==> config.mk <==
export PLATFORM = sky130hd
export DESIGN_NAME = cell_balance_decider_flat
export DESIGN_NICKNAME = d
export VERILOG_FILES = /design/src/cbd_pkg.sv /design/src/cbd_if.sv /design/src/cell_balance_decider.sv /design/src/flat_wrapper.sv
export SDC_FILE = /design/constraint.sdc
export NUM_CORES = 1
export LEC_CHECK = 0
export BUFFER_PORTS_ARGS = -buffer_cell sky130_fd_sc_hd__buf_2
export CORE_UTILIZATION = 35
export DETAILED_ROUTE_END_ITERATION = 8
export PLACE_DENSITY_LB_ADDON = 0.08
export SLEW_MARGIN = 20
export SYNTH_ARGS = -nofsm -noshare
export SYNTH_HDL_FRONTEND = slang
export SYNTH_SLANG_ARGS = --single-unit
==> constraint.sdc <==
create_clock -name clk -period 8.75 [get_ports clk]
set_input_delay 1.3125 -clock clk [delete_from_list [all_inputs] [get_ports clk]]
set_output_delay 1.3125 -clock clk [all_outputs]
set_load 0.02 [all_outputs]
==> src/cbd_pkg.sv <==
// ----------------------------------------------------------------------------
// cbd_pkg
// Shared widths, register indexes and limits for the cell balance decider.
// ----------------------------------------------------------------------------
package cbd_pkg;

  localparam int IDX_W   = 4;
  localparam int VOLT_W  = 16;
  localparam int MASK_W  = 16;
  localparam int SUM_W   = 20;
  localparam int CNT_W   = 5;
  localparam int RATE_W  = 16;
  localparam int ADDR_W  = 5;
  localparam int DATA_W  = 32;
  localparam int RIDX_W  = 3;

  localparam logic [SUM_W-1:0] SUM_MAX = '1;
  localparam logic [CNT_W-1:0] CNT_MAX = '1;

  localparam logic [RIDX_W-1:0] REG_CELL_MIN       = 3'd0;
  localparam logic [RIDX_W-1:0] REG_CELL_MAX       = 3'd1;
  localparam logic [RIDX_W-1:0] REG_OPEN_LOW       = 3'd2;
  localparam logic [RIDX_W-1:0] REG_OPEN_HIGH      = 3'd3;
  localparam logic [RIDX_W-1:0] REG_HYST_LOW       = 3'd4;
  localparam logic [RIDX_W-1:0] REG_TRICKLE_LOW    = 3'd5;
  localparam logic [RIDX_W-1:0] REG_TRICKLE_NORMAL = 3'd6;
  localparam logic [RIDX_W-1:0] REG_CELL_COUNT     = 3'd7;

  localparam logic [VOLT_W-1:0] RST_CELL_MIN       = 16'd3000;
  localparam logic [VOLT_W-1:0] RST_CELL_MAX       = 16'd4100;
  localparam logic [VOLT_W-1:0] RST_OPEN_LOW       = 16'd1000;
  localparam logic [VOLT_W-1:0] RST_OPEN_HIGH      = 16'd4500;
  localparam logic [VOLT_W-1:0] RST_HYST_LOW       = 16'd3900;
  localparam logic [RATE_W-1:0] RST_TRICKLE_LOW    = 16'd100;
  localparam logic [RATE_W-1:0] RST_TRICKLE_NORMAL = 16'd1000;
  localparam logic [CNT_W-1:0]  RST_CELL_COUNT     = 5'd16;

endpackage

==> src/cbd_if.sv <==
// ----------------------------------------------------------------------------
// cbd_in_if / cbd_out_if
// Valid/ready channels for cell samples and pass results.
// ----------------------------------------------------------------------------
interface cbd_in_if;
  import cbd_pkg::*;

  logic              valid;
  logic              ready;
  logic [IDX_W-1:0]  cell_index;
  logic [VOLT_W-1:0] cell_voltage;
  logic              installed;
  logic              last_cell;

  modport source (output valid, cell_index, cell_voltage, installed, last_cell,
                  input ready);
  modport sink (input valid, cell_index, cell_voltage, installed, last_cell,
                output ready);
endinterface

interface cbd_out_if;
  import cbd_pkg::*;

  logic              valid;
  logic              ready;
  logic [MASK_W-1:0] discharge_mask;
  logic [MASK_W-1:0] open_wire_mask;
  logic [SUM_W-1:0]  cell_sum;
  logic              dump_on;
  logic              ext_charger_on;
  logic [RATE_W-1:0] trickle_rate;
  logic              hysteresis_on;

  modport source (output valid, discharge_mask, open_wire_mask, cell_sum, dump_on,
                  ext_charger_on, trickle_rate, hysteresis_on, input ready);
  modport sink (input valid, discharge_mask, open_wire_mask, cell_sum, dump_on,
                ext_charger_on, trickle_rate, hysteresis_on, output ready);
endinterface

==> src/cell_balance_decider.sv <==
// ----------------------------------------------------------------------------
// cell_balance_decider
// Classifies cell samples of a pass and issues balancing and charge decisions.
// ----------------------------------------------------------------------------
// One cell sample is taken per clock. A sample is held in an input register,
// then classified and folded into the pass state when it leaves that register;
// a sample marked last_cell loads the result register, so a result reaches the
// output through the input register and then the result register. The input
// side stalls only while a last-cell sample waits behind an untaken result.
// Configuration is an APB-style port with registers at 4-byte steps.
module cell_balance_decider #(
  parameter int NUM_CELLS = 16,
  parameter int VOLT_BITS = 16
) (
  input  logic                       clk,
  input  logic                       rst,
  cbd_in_if.sink                     cell_in,
  cbd_out_if.source                  result_out,
  input  logic                       psel,
  input  logic                       penable,
  input  logic                       pwrite,
  input  logic [cbd_pkg::ADDR_W-1:0] paddr,
  input  logic [cbd_pkg::DATA_W-1:0] pwdata,
  output logic [cbd_pkg::DATA_W-1:0] prdata,
  output logic                       pready
);
  import cbd_pkg::*;

  localparam int VW = (VOLT_BITS < VOLT_W) ? VOLT_BITS : VOLT_W;
  localparam int MW = (NUM_CELLS < MASK_W) ? NUM_CELLS : MASK_W;

  // configuration
  logic [VOLT_W-1:0] cell_min, cell_max, open_low, open_high, hyst_low;
  logic [RATE_W-1:0] trickle_low_rate, trickle_normal_rate;
  logic [CNT_W-1:0]  cell_count;
  logic [RIDX_W-1:0] reg_idx;
  logic              cfg_wr;

  assign pready  = 1'b1;
  assign reg_idx = paddr[ADDR_W-1:2];
  assign cfg_wr  = psel && penable && pwrite;

  always_ff @(posedge clk) begin
    if (rst) begin
      cell_min            <= RST_CELL_MIN;
      cell_max            <= RST_CELL_MAX;
      open_low            <= RST_OPEN_LOW;
      open_high           <= RST_OPEN_HIGH;
      hyst_low            <= RST_HYST_LOW;
      trickle_low_rate    <= RST_TRICKLE_LOW;
      trickle_normal_rate <= RST_TRICKLE_NORMAL;
      cell_count          <= RST_CELL_COUNT;
    end else if (cfg_wr) begin
      unique case (reg_idx)
        REG_CELL_MIN:       cell_min            <= pwdata[VOLT_W-1:0];
        REG_CELL_MAX:       cell_max            <= pwdata[VOLT_W-1:0];
        REG_OPEN_LOW:       open_low            <= pwdata[VOLT_W-1:0];
        REG_OPEN_HIGH:      open_high           <= pwdata[VOLT_W-1:0];
        REG_HYST_LOW:       hyst_low            <= pwdata[VOLT_W-1:0];
        REG_TRICKLE_LOW:    trickle_low_rate    <= pwdata[RATE_W-1:0];
        REG_TRICKLE_NORMAL: trickle_normal_rate <= pwdata[RATE_W-1:0];
        REG_CELL_COUNT:     cell_count          <= pwdata[CNT_W-1:0];
        default: ;
      endcase
    end
  end

  always_comb begin
    unique case (reg_idx)
      REG_CELL_MIN:       prdata = DATA_W'(cell_min);
      REG_CELL_MAX:       prdata = DATA_W'(cell_max);
      REG_OPEN_LOW:       prdata = DATA_W'(open_low);
      REG_OPEN_HIGH:      prdata = DATA_W'(open_high);
      REG_HYST_LOW:       prdata = DATA_W'(hyst_low);
      REG_TRICKLE_LOW:    prdata = DATA_W'(trickle_low_rate);
      REG_TRICKLE_NORMAL: prdata = DATA_W'(trickle_normal_rate);
      REG_CELL_COUNT:     prdata = DATA_W'(cell_count);
      default:            prdata = '0;
    endcase
  end

  // input register
  logic              s1_valid;
  logic [IDX_W-1:0]  s1_idx;
  logic [VW-1:0]     s1_volt;
  logic              s1_inst;
  logic              s1_last;
  logic              s1_fire;
  logic              out_free;

  assign out_free      = !result_out.valid || result_out.ready;
  assign s1_fire       = s1_valid && (!s1_last || out_free);
  assign cell_in.ready = !s1_valid || s1_fire;

  always_ff @(posedge clk) begin
    if (rst) begin
      s1_valid <= 1'b0;
    end else if (cell_in.ready) begin
      s1_valid <= cell_in.valid;
    end
    if (cell_in.valid && cell_in.ready) begin
      s1_idx  <= cell_in.cell_index;
      s1_volt <= cell_in.cell_voltage[VW-1:0];
      s1_inst <= cell_in.installed;
      s1_last <= cell_in.last_cell;
    end
  end

  // pass state
  logic              hyst_flag, hyst_flag_next;
  logic [MW-1:0]     trip_mask, trip_mask_next;
  logic [MW-1:0]     pass_discharge, pass_discharge_next;
  logic [MW-1:0]     pass_open, pass_open_next;
  logic [MW-1:0]     pass_present, pass_present_next;
  logic [CNT_W-1:0]  over_count, over_count_next;
  logic [CNT_W-1:0]  under_count, under_count_next;
  logic [SUM_W-1:0]  sum_acc, sum_acc_next;

  logic [VOLT_W-1:0] v;
  logic [MW-1:0]     bit_sel;
  logic [SUM_W:0]    sum_wide;
  logic              in_use;
  logic              dump_next, ext_next;
  logic [RATE_W-1:0] trickle_next;

  always_comb begin
    v        = VOLT_W'(s1_volt);
    bit_sel  = MW'(1) << s1_idx;
    in_use   = s1_inst && (32'(s1_idx) < NUM_CELLS);
    sum_wide = {1'b0, sum_acc} + (SUM_W + 1)'(v);

    hyst_flag_next      = hyst_flag;
    trip_mask_next      = trip_mask;
    pass_discharge_next = pass_discharge;
    pass_open_next      = pass_open;
    pass_present_next   = pass_present;
    over_count_next     = over_count;
    under_count_next    = under_count;
    sum_acc_next        = sum_acc;

    if (in_use) begin
      pass_present_next = pass_present | bit_sel;
      sum_acc_next      = (sum_wide > (SUM_W + 1)'(SUM_MAX)) ? SUM_MAX
                                                              : sum_wide[SUM_W-1:0];
      if (v < cell_min) begin
        if (v < open_low) begin
          pass_open_next = pass_open | bit_sel;
        end else if (under_count != CNT_MAX) begin
          under_count_next = under_count + CNT_W'(1);
        end
      end else if (v < hyst_low) begin
        hyst_flag_next = 1'b0;
        trip_mask_next = '0;
      end else if (v > cell_max) begin
        if (v > open_high) begin
          pass_open_next = pass_open | bit_sel;
        end else begin
          if (over_count != CNT_MAX) begin
            over_count_next = over_count + CNT_W'(1);
          end
          pass_discharge_next = pass_discharge | bit_sel;
          trip_mask_next      = trip_mask | bit_sel;
        end
      end
    end

    if (s1_last && (pass_present_next == trip_mask_next)) begin
      hyst_flag_next = 1'b1;
    end

    dump_next    = 1'b0;
    ext_next     = 1'b0;
    trickle_next = '0;
    if (over_count_next == cell_count) begin
      dump_next = 1'b1;
    end else if (over_count_next == '0) begin
      if (under_count_next != '0) begin
        trickle_next = trickle_low_rate;
      end else if (!hyst_flag_next) begin
        trickle_next = trickle_normal_rate;
        ext_next     = 1'b1;
      end
    end
  end

  always_ff @(posedge clk) begin
    if (rst) begin
      hyst_flag      <= 1'b0;
      trip_mask      <= '0;
      pass_discharge <= '0;
      pass_open      <= '0;
      pass_present   <= '0;
      over_count     <= '0;
      under_count    <= '0;
      sum_acc        <= '0;
    end else if (s1_fire) begin
      hyst_flag <= hyst_flag_next;
      trip_mask <= trip_mask_next;
      if (s1_last) begin
        pass_discharge <= '0;
        pass_open      <= '0;
        pass_present   <= '0;
        over_count     <= '0;
        under_count    <= '0;
        sum_acc        <= '0;
      end else begin
        pass_discharge <= pass_discharge_next;
        pass_open      <= pass_open_next;
        pass_present   <= pass_present_next;
        over_count     <= over_count_next;
        under_count    <= under_count_next;
        sum_acc        <= sum_acc_next;
      end
    end
  end

  // result register
  always_ff @(posedge clk) begin
    if (rst) begin
      result_out.valid <= 1'b0;
    end else if (s1_fire && s1_last) begin
      result_out.valid <= 1'b1;
    end else if (result_out.ready) begin
      result_out.valid <= 1'b0;
    end
    if (s1_fire && s1_last) begin
      result_out.discharge_mask <= MASK_W'(pass_discharge_next);
      result_out.open_wire_mask <= MASK_W'(pass_open_next);
      result_out.cell_sum       <= sum_acc_next;
      result_out.dump_on        <= dump_next;
      result_out.ext_charger_on <= ext_next;
      result_out.trickle_rate   <= trickle_next;
      result_out.hysteresis_on  <= hyst_flag_next;
    end
  end

  // checks
  a_dump_ext_exclusive: assert property (@(posedge clk) disable iff (rst)
    result_out.valid |-> !(result_out.dump_on && result_out.ext_charger_on))
    else $error("dump and external charger both on");

  a_ext_needs_relax: assert property (@(posedge clk) disable iff (rst)
    (result_out.valid && result_out.ext_charger_on) |->
      (!result_out.hysteresis_on && result_out.trickle_rate == trickle_normal_rate))
    else $error("external charger on outside normal charging");

  a_pass_cleared: assert property (@(posedge clk) disable iff (rst)
    (s1_fire && s1_last) |=>
      (sum_acc == '0 && over_count == '0 && under_count == '0 && pass_present == '0))
    else $error("pass state not cleared after last cell");

  a_stall_cause: assert property (@(posedge clk) disable iff (rst)
    !cell_in.ready |-> (s1_valid && s1_last && result_out.valid && !result_out.ready))
    else $error("input stalled without a blocked result");

endmodule
==> src/flat_wrapper.sv <==
// flat-port wrapper written by rule: the top's interface ports become plain ports
module cell_balance_decider_flat import cbd_pkg::*;
#(
  parameter int NUM_CELLS = 16,
  parameter int VOLT_BITS = 16
)
  (clk, rst, psel, penable, pwrite, paddr, pwdata, prdata, pready, cell_in_valid, cell_in_cell_index, cell_in_cell_voltage, cell_in_installed, cell_in_last_cell, cell_in_ready, result_out_valid, result_out_discharge_mask, result_out_open_wire_mask, result_out_cell_sum, result_out_dump_on, result_out_ext_charger_on, result_out_trickle_rate, result_out_hysteresis_on, result_out_ready);
  cbd_in_if cell_in_i ();
  cbd_out_if result_out_i ();
  input  logic clk;
  input  logic rst;
  input  logic psel;
  input  logic penable;
  input  logic pwrite;
  input  logic [cbd_pkg::ADDR_W-1:0] paddr;
  input  logic [cbd_pkg::DATA_W-1:0] pwdata;
  output logic [cbd_pkg::DATA_W-1:0] prdata;
  output logic pready;
  input wire logic [$bits(cell_in_i.valid)-1:0] cell_in_valid;
  input wire logic [$bits(cell_in_i.cell_index)-1:0] cell_in_cell_index;
  input wire logic [$bits(cell_in_i.cell_voltage)-1:0] cell_in_cell_voltage;
  input wire logic [$bits(cell_in_i.installed)-1:0] cell_in_installed;
  input wire logic [$bits(cell_in_i.last_cell)-1:0] cell_in_last_cell;
  output wire logic [$bits(cell_in_i.ready)-1:0] cell_in_ready;
  output wire logic [$bits(result_out_i.valid)-1:0] result_out_valid;
  output wire logic [$bits(result_out_i.discharge_mask)-1:0] result_out_discharge_mask;
  output wire logic [$bits(result_out_i.open_wire_mask)-1:0] result_out_open_wire_mask;
  output wire logic [$bits(result_out_i.cell_sum)-1:0] result_out_cell_sum;
  output wire logic [$bits(result_out_i.dump_on)-1:0] result_out_dump_on;
  output wire logic [$bits(result_out_i.ext_charger_on)-1:0] result_out_ext_charger_on;
  output wire logic [$bits(result_out_i.trickle_rate)-1:0] result_out_trickle_rate;
  output wire logic [$bits(result_out_i.hysteresis_on)-1:0] result_out_hysteresis_on;
  input wire logic [$bits(result_out_i.ready)-1:0] result_out_ready;
  assign cell_in_i.valid = cell_in_valid;
  assign cell_in_i.cell_index = cell_in_cell_index;
  assign cell_in_i.cell_voltage = cell_in_cell_voltage;
  assign cell_in_i.installed = cell_in_installed;
  assign cell_in_i.last_cell = cell_in_last_cell;
  assign cell_in_ready = cell_in_i.ready;
  assign result_out_valid = result_out_i.valid;
  assign result_out_discharge_mask = result_out_i.discharge_mask;
  assign result_out_open_wire_mask = result_out_i.open_wire_mask;
  assign result_out_cell_sum = result_out_i.cell_sum;
  assign result_out_dump_on = result_out_i.dump_on;
  assign result_out_ext_charger_on = result_out_i.ext_charger_on;
  assign result_out_trickle_rate = result_out_i.trickle_rate;
  assign result_out_hysteresis_on = result_out_i.hysteresis_on;
  assign result_out_i.ready = result_out_ready;
  cell_balance_decider #(.NUM_CELLS(NUM_CELLS), .VOLT_BITS(VOLT_BITS)) u_core (.clk(clk), .rst(rst), .cell_in(cell_in_i), .result_out(result_out_i), .psel(psel), .penable(penable), .pwrite(pwrite), .paddr(paddr), .pwdata(pwdata), .prdata(prdata), .pready(pready));
endmodule
==> impl_metrics.yaml <==
run_status:
  status: "complete, no violations"
floorplanning:
  dieArea_um2: 46200
  design.core.area_um2: 44510
  dieWidth_um: 215.0
  start_util_pct: 35.66
  rows: 77
  die_y_um: 215.0
  ioPinCount: 172
clocking:
  ctsLongestPathBuffers: 3
  clkSlewWorstSetupHoldPaths_ps: 60
  postCtsSetupRepairBufs: 0
  cts_resized: 0
  cts_tree: "yes"
  clock_latency_ps: 550
  clock_sinks: 307
  cts_root_buffer: "clkbuf_16"
  hold_buffers: 0
  cts_buffers: 37
  h-tree-depth: 2
logic_synthesis:
  postSynthCellCount: 1761
  syn_area_um2: 15870
  synth.avg_cell_area_um2: 9.013
  synth_cell_type_count: 82
  synth-edff-count: 93
  synth_warnings: 0
  ys_seq_area_share_pct: 44.59
  async_flop_share_pct: 0
  ys.flop_type: "dfxtp_1"
  yosys_register_bits: 307
place:
  port_buffers: 136
  dp_hpwl_um: 35520
  place.gp.congestion: 0.8547
  placed_area_um2: 17060
  place_ws_ps: 3703
final_layout:
  synthToLayoutAreaGrowth_pct: 14.87
  drive_gt1_share_pct: 14.38
  final_nets: 2021
  multiInputGateArea_um2: 8029
  layout_common_cells: "nand2_1 (242), dfxtp_1 (214), nor2_1 (179), a21oi_1 (173), buf_2 (135)"
  fill_cells: 4538
  n_antenna_cell: 0
  stdcell_area_um2: 18230
  final_common_cell: "nand2_1"
  seqCellArea_um2: 7077
sta:
  period_share_pct: 57.79
  tightestPinTransition_ps: 1090
  period_minus_slack_ps: 5057
  timing.final.ws_setup_ps: 3693
  slew_violations: 0
  setup_viol: 0
  hold_viol: 0
  finClkSkew_ps: 7.813
  tns_ps: 0
  slew_headroom_pct: 27.32
  max_freq_ghz: 0.1978
  rsz0062_at_grt: "no"
global_route:
  grt_pass1_wl_um: 77310
  antenna_found_initial: 1
  overflow: 0
  gr-usage-all-layers_pct: 21.90
  grt_max_degree: 82
  grt_pass1_vias: 12710
critical_path:
  start_kind: "register"
  critPathCaptureType: "register"
  rr_worst_depth: 11
  path_max_fanout: 18
  worstPathArrival_ps: 5300
  r2r-start: "u_core.s1_volt[14]"
  r2r_slack_ps: 3690
  cp-startpoint: "u_core.s1_volt[14]"
  worstSetupEndpoint: "u_core.result_out.trickle_rate[4]"
  critPathRequiredTime_ps: 9000
  r2r_end: "u_core.result_out.trickle_rate[4]"
  path_class: "register to register"
detailed_routing:
  first_pass_iters: 6
  drc_errors: 0
  routed-via-count: 13290
  vias_per_cell: 5.367
  wl_per_cell_um: 20.54
  wirelength_um: 50880
  ant_nets: 0
  drt_first_iter_violations: 950
power:
  leakagePower_nw: 7.703
  total_power_w: 0.003349
  power_density_nw_per_um2: 183.7
  ir_worst_vdd_mv: 0.1203
hold_path:
  hold_path_class: "register to register"
flow_run:
  max_cap_viol_count: 0
routing by layer:
metal	GRT usage (%)	share of wire, %	vias up
met3	2.633	3.9	78
met5	0	0.022	-
li1	-	-	6476
met1	27.68	44	6430
met4	8.214	3.2	2
met2	38.04	49	308
worst min path at each step:
stage / slack (ps) / start / end / cells past startpoint
5_1_grt: 470 / u_core.hyst_low[13] / u_core.hyst_low[13] / 2
2_1_floorplan: 430 / u_core.pass_present[12] / u_core.pass_present[12] / 2
3_3_place_gp: 440 / u_core.open_low[1] / u_core.open_low[1] / 2
4_1_cts: 450 / u_core.open_low[1] / u_core.open_low[1] / 2
6_report: 460 / u_core.open_low[1] / u_core.open_low[1] / 2
3_5_place_dp: 450 / u_core.open_low[1] / u_core.open_low[1] / 2
where the power goes:
part / total, W / leakage, nW / switching [W] / internal (W)
logic: 0.000321 / 4.55 / 0.000221 / 0.0000995
registers: 0.00152 / 2.58 / 0.0000267 / 0.00149
clock network: 0.00151 / 0.572 / 0.000616 / 0.000892
total: 0.00335 / 7.70 / 0.000863 / 0.00249
state kept, by name, indices dropped and copies added (netlist names), 4 cells and up:
register,flops
u_core.result_out.open_wire_mask,16
u_core.under_count,5
u_core.over_count,5
u_core.pass_open,16
u_core.s1_volt,16
u_core.pass_present,16
u_core.result_out.trickle_rate,16
u_core.cell_count,5
u_core.open_low,16
u_core.cell_min,16
u_core.sum_acc,20
u_core.open_high,16
u_core.trip_mask,16
u_core.trickle_low_rate,16
u_core.s1_idx,4
u_core.result_out.discharge_mask,16
u_core.pass_discharge,16
u_core.cell_max,16
u_core.hyst_low,16
u_core.trickle_normal_rate,16
u_core.result_out.cell_sum,20
synthesized netlist by cell type (36+ instances only):
cell type | number | area share [%]
nor2_1 | 181 | 4.3
a21o_1 | 55 | 2.6
a21oi_1 | 174 | 5.5
nand2_1 | 242 | 5.7
o21ai_0 | 36 | 1.1
ha_1 | 95 | 7.5
clkbuf_1 | 83 | 2.0
inv_1 | 94 | 2.2
dfxtp_1 | 214 | 27
nand4_1 | 46 | 1.8
edfxtp_1 | 93 | 18
cells by family after synthesis:
family	synth area share, %
other	0.04732
DFF	44.59
AOI/OAI and AO/OA	20.66
and+or+nand+nor	17.31
adders and majority gates	7.615
buffers and inverters	5.550
muxes	3.287
xor gates and xnor gates	0.9382
critical path, cell delays in order (launching register included):
cell	delay [ps]
edfxtp_1	580
ha_1	410
nand4_1	270
inv_1	70
a221oi_1	520
nor2_1	160
a211oi_2	730
nand2_1	280
a2111oi_4	380
nand4_2	180
o32ai_4	900
o21ai_1	240
area by class of cell:
cell class              count  share of cell area, %
multi-input cells        1258                  44.04
clock buffers              54                  5.765
flip-flops and latches    307                  38.82
repair buffers            159                  4.694
inverters                  96                  1.977
well taps                 592                  4.063
clock inverters            11                 0.6451
per-stage QoR:
stage	cells	utilization (%)	hold slack (ps)
after CTS	2477	40.96	454.9
after detailed placement	2412	38.33	447.0
after global routing	2477	40.96	471.5
after floorplan	1776	-	427.9
after global placement	2412	38.33	444.5
final	2477	40.96	455.8
No activity file was read; power rests on OpenSTA's default activity.
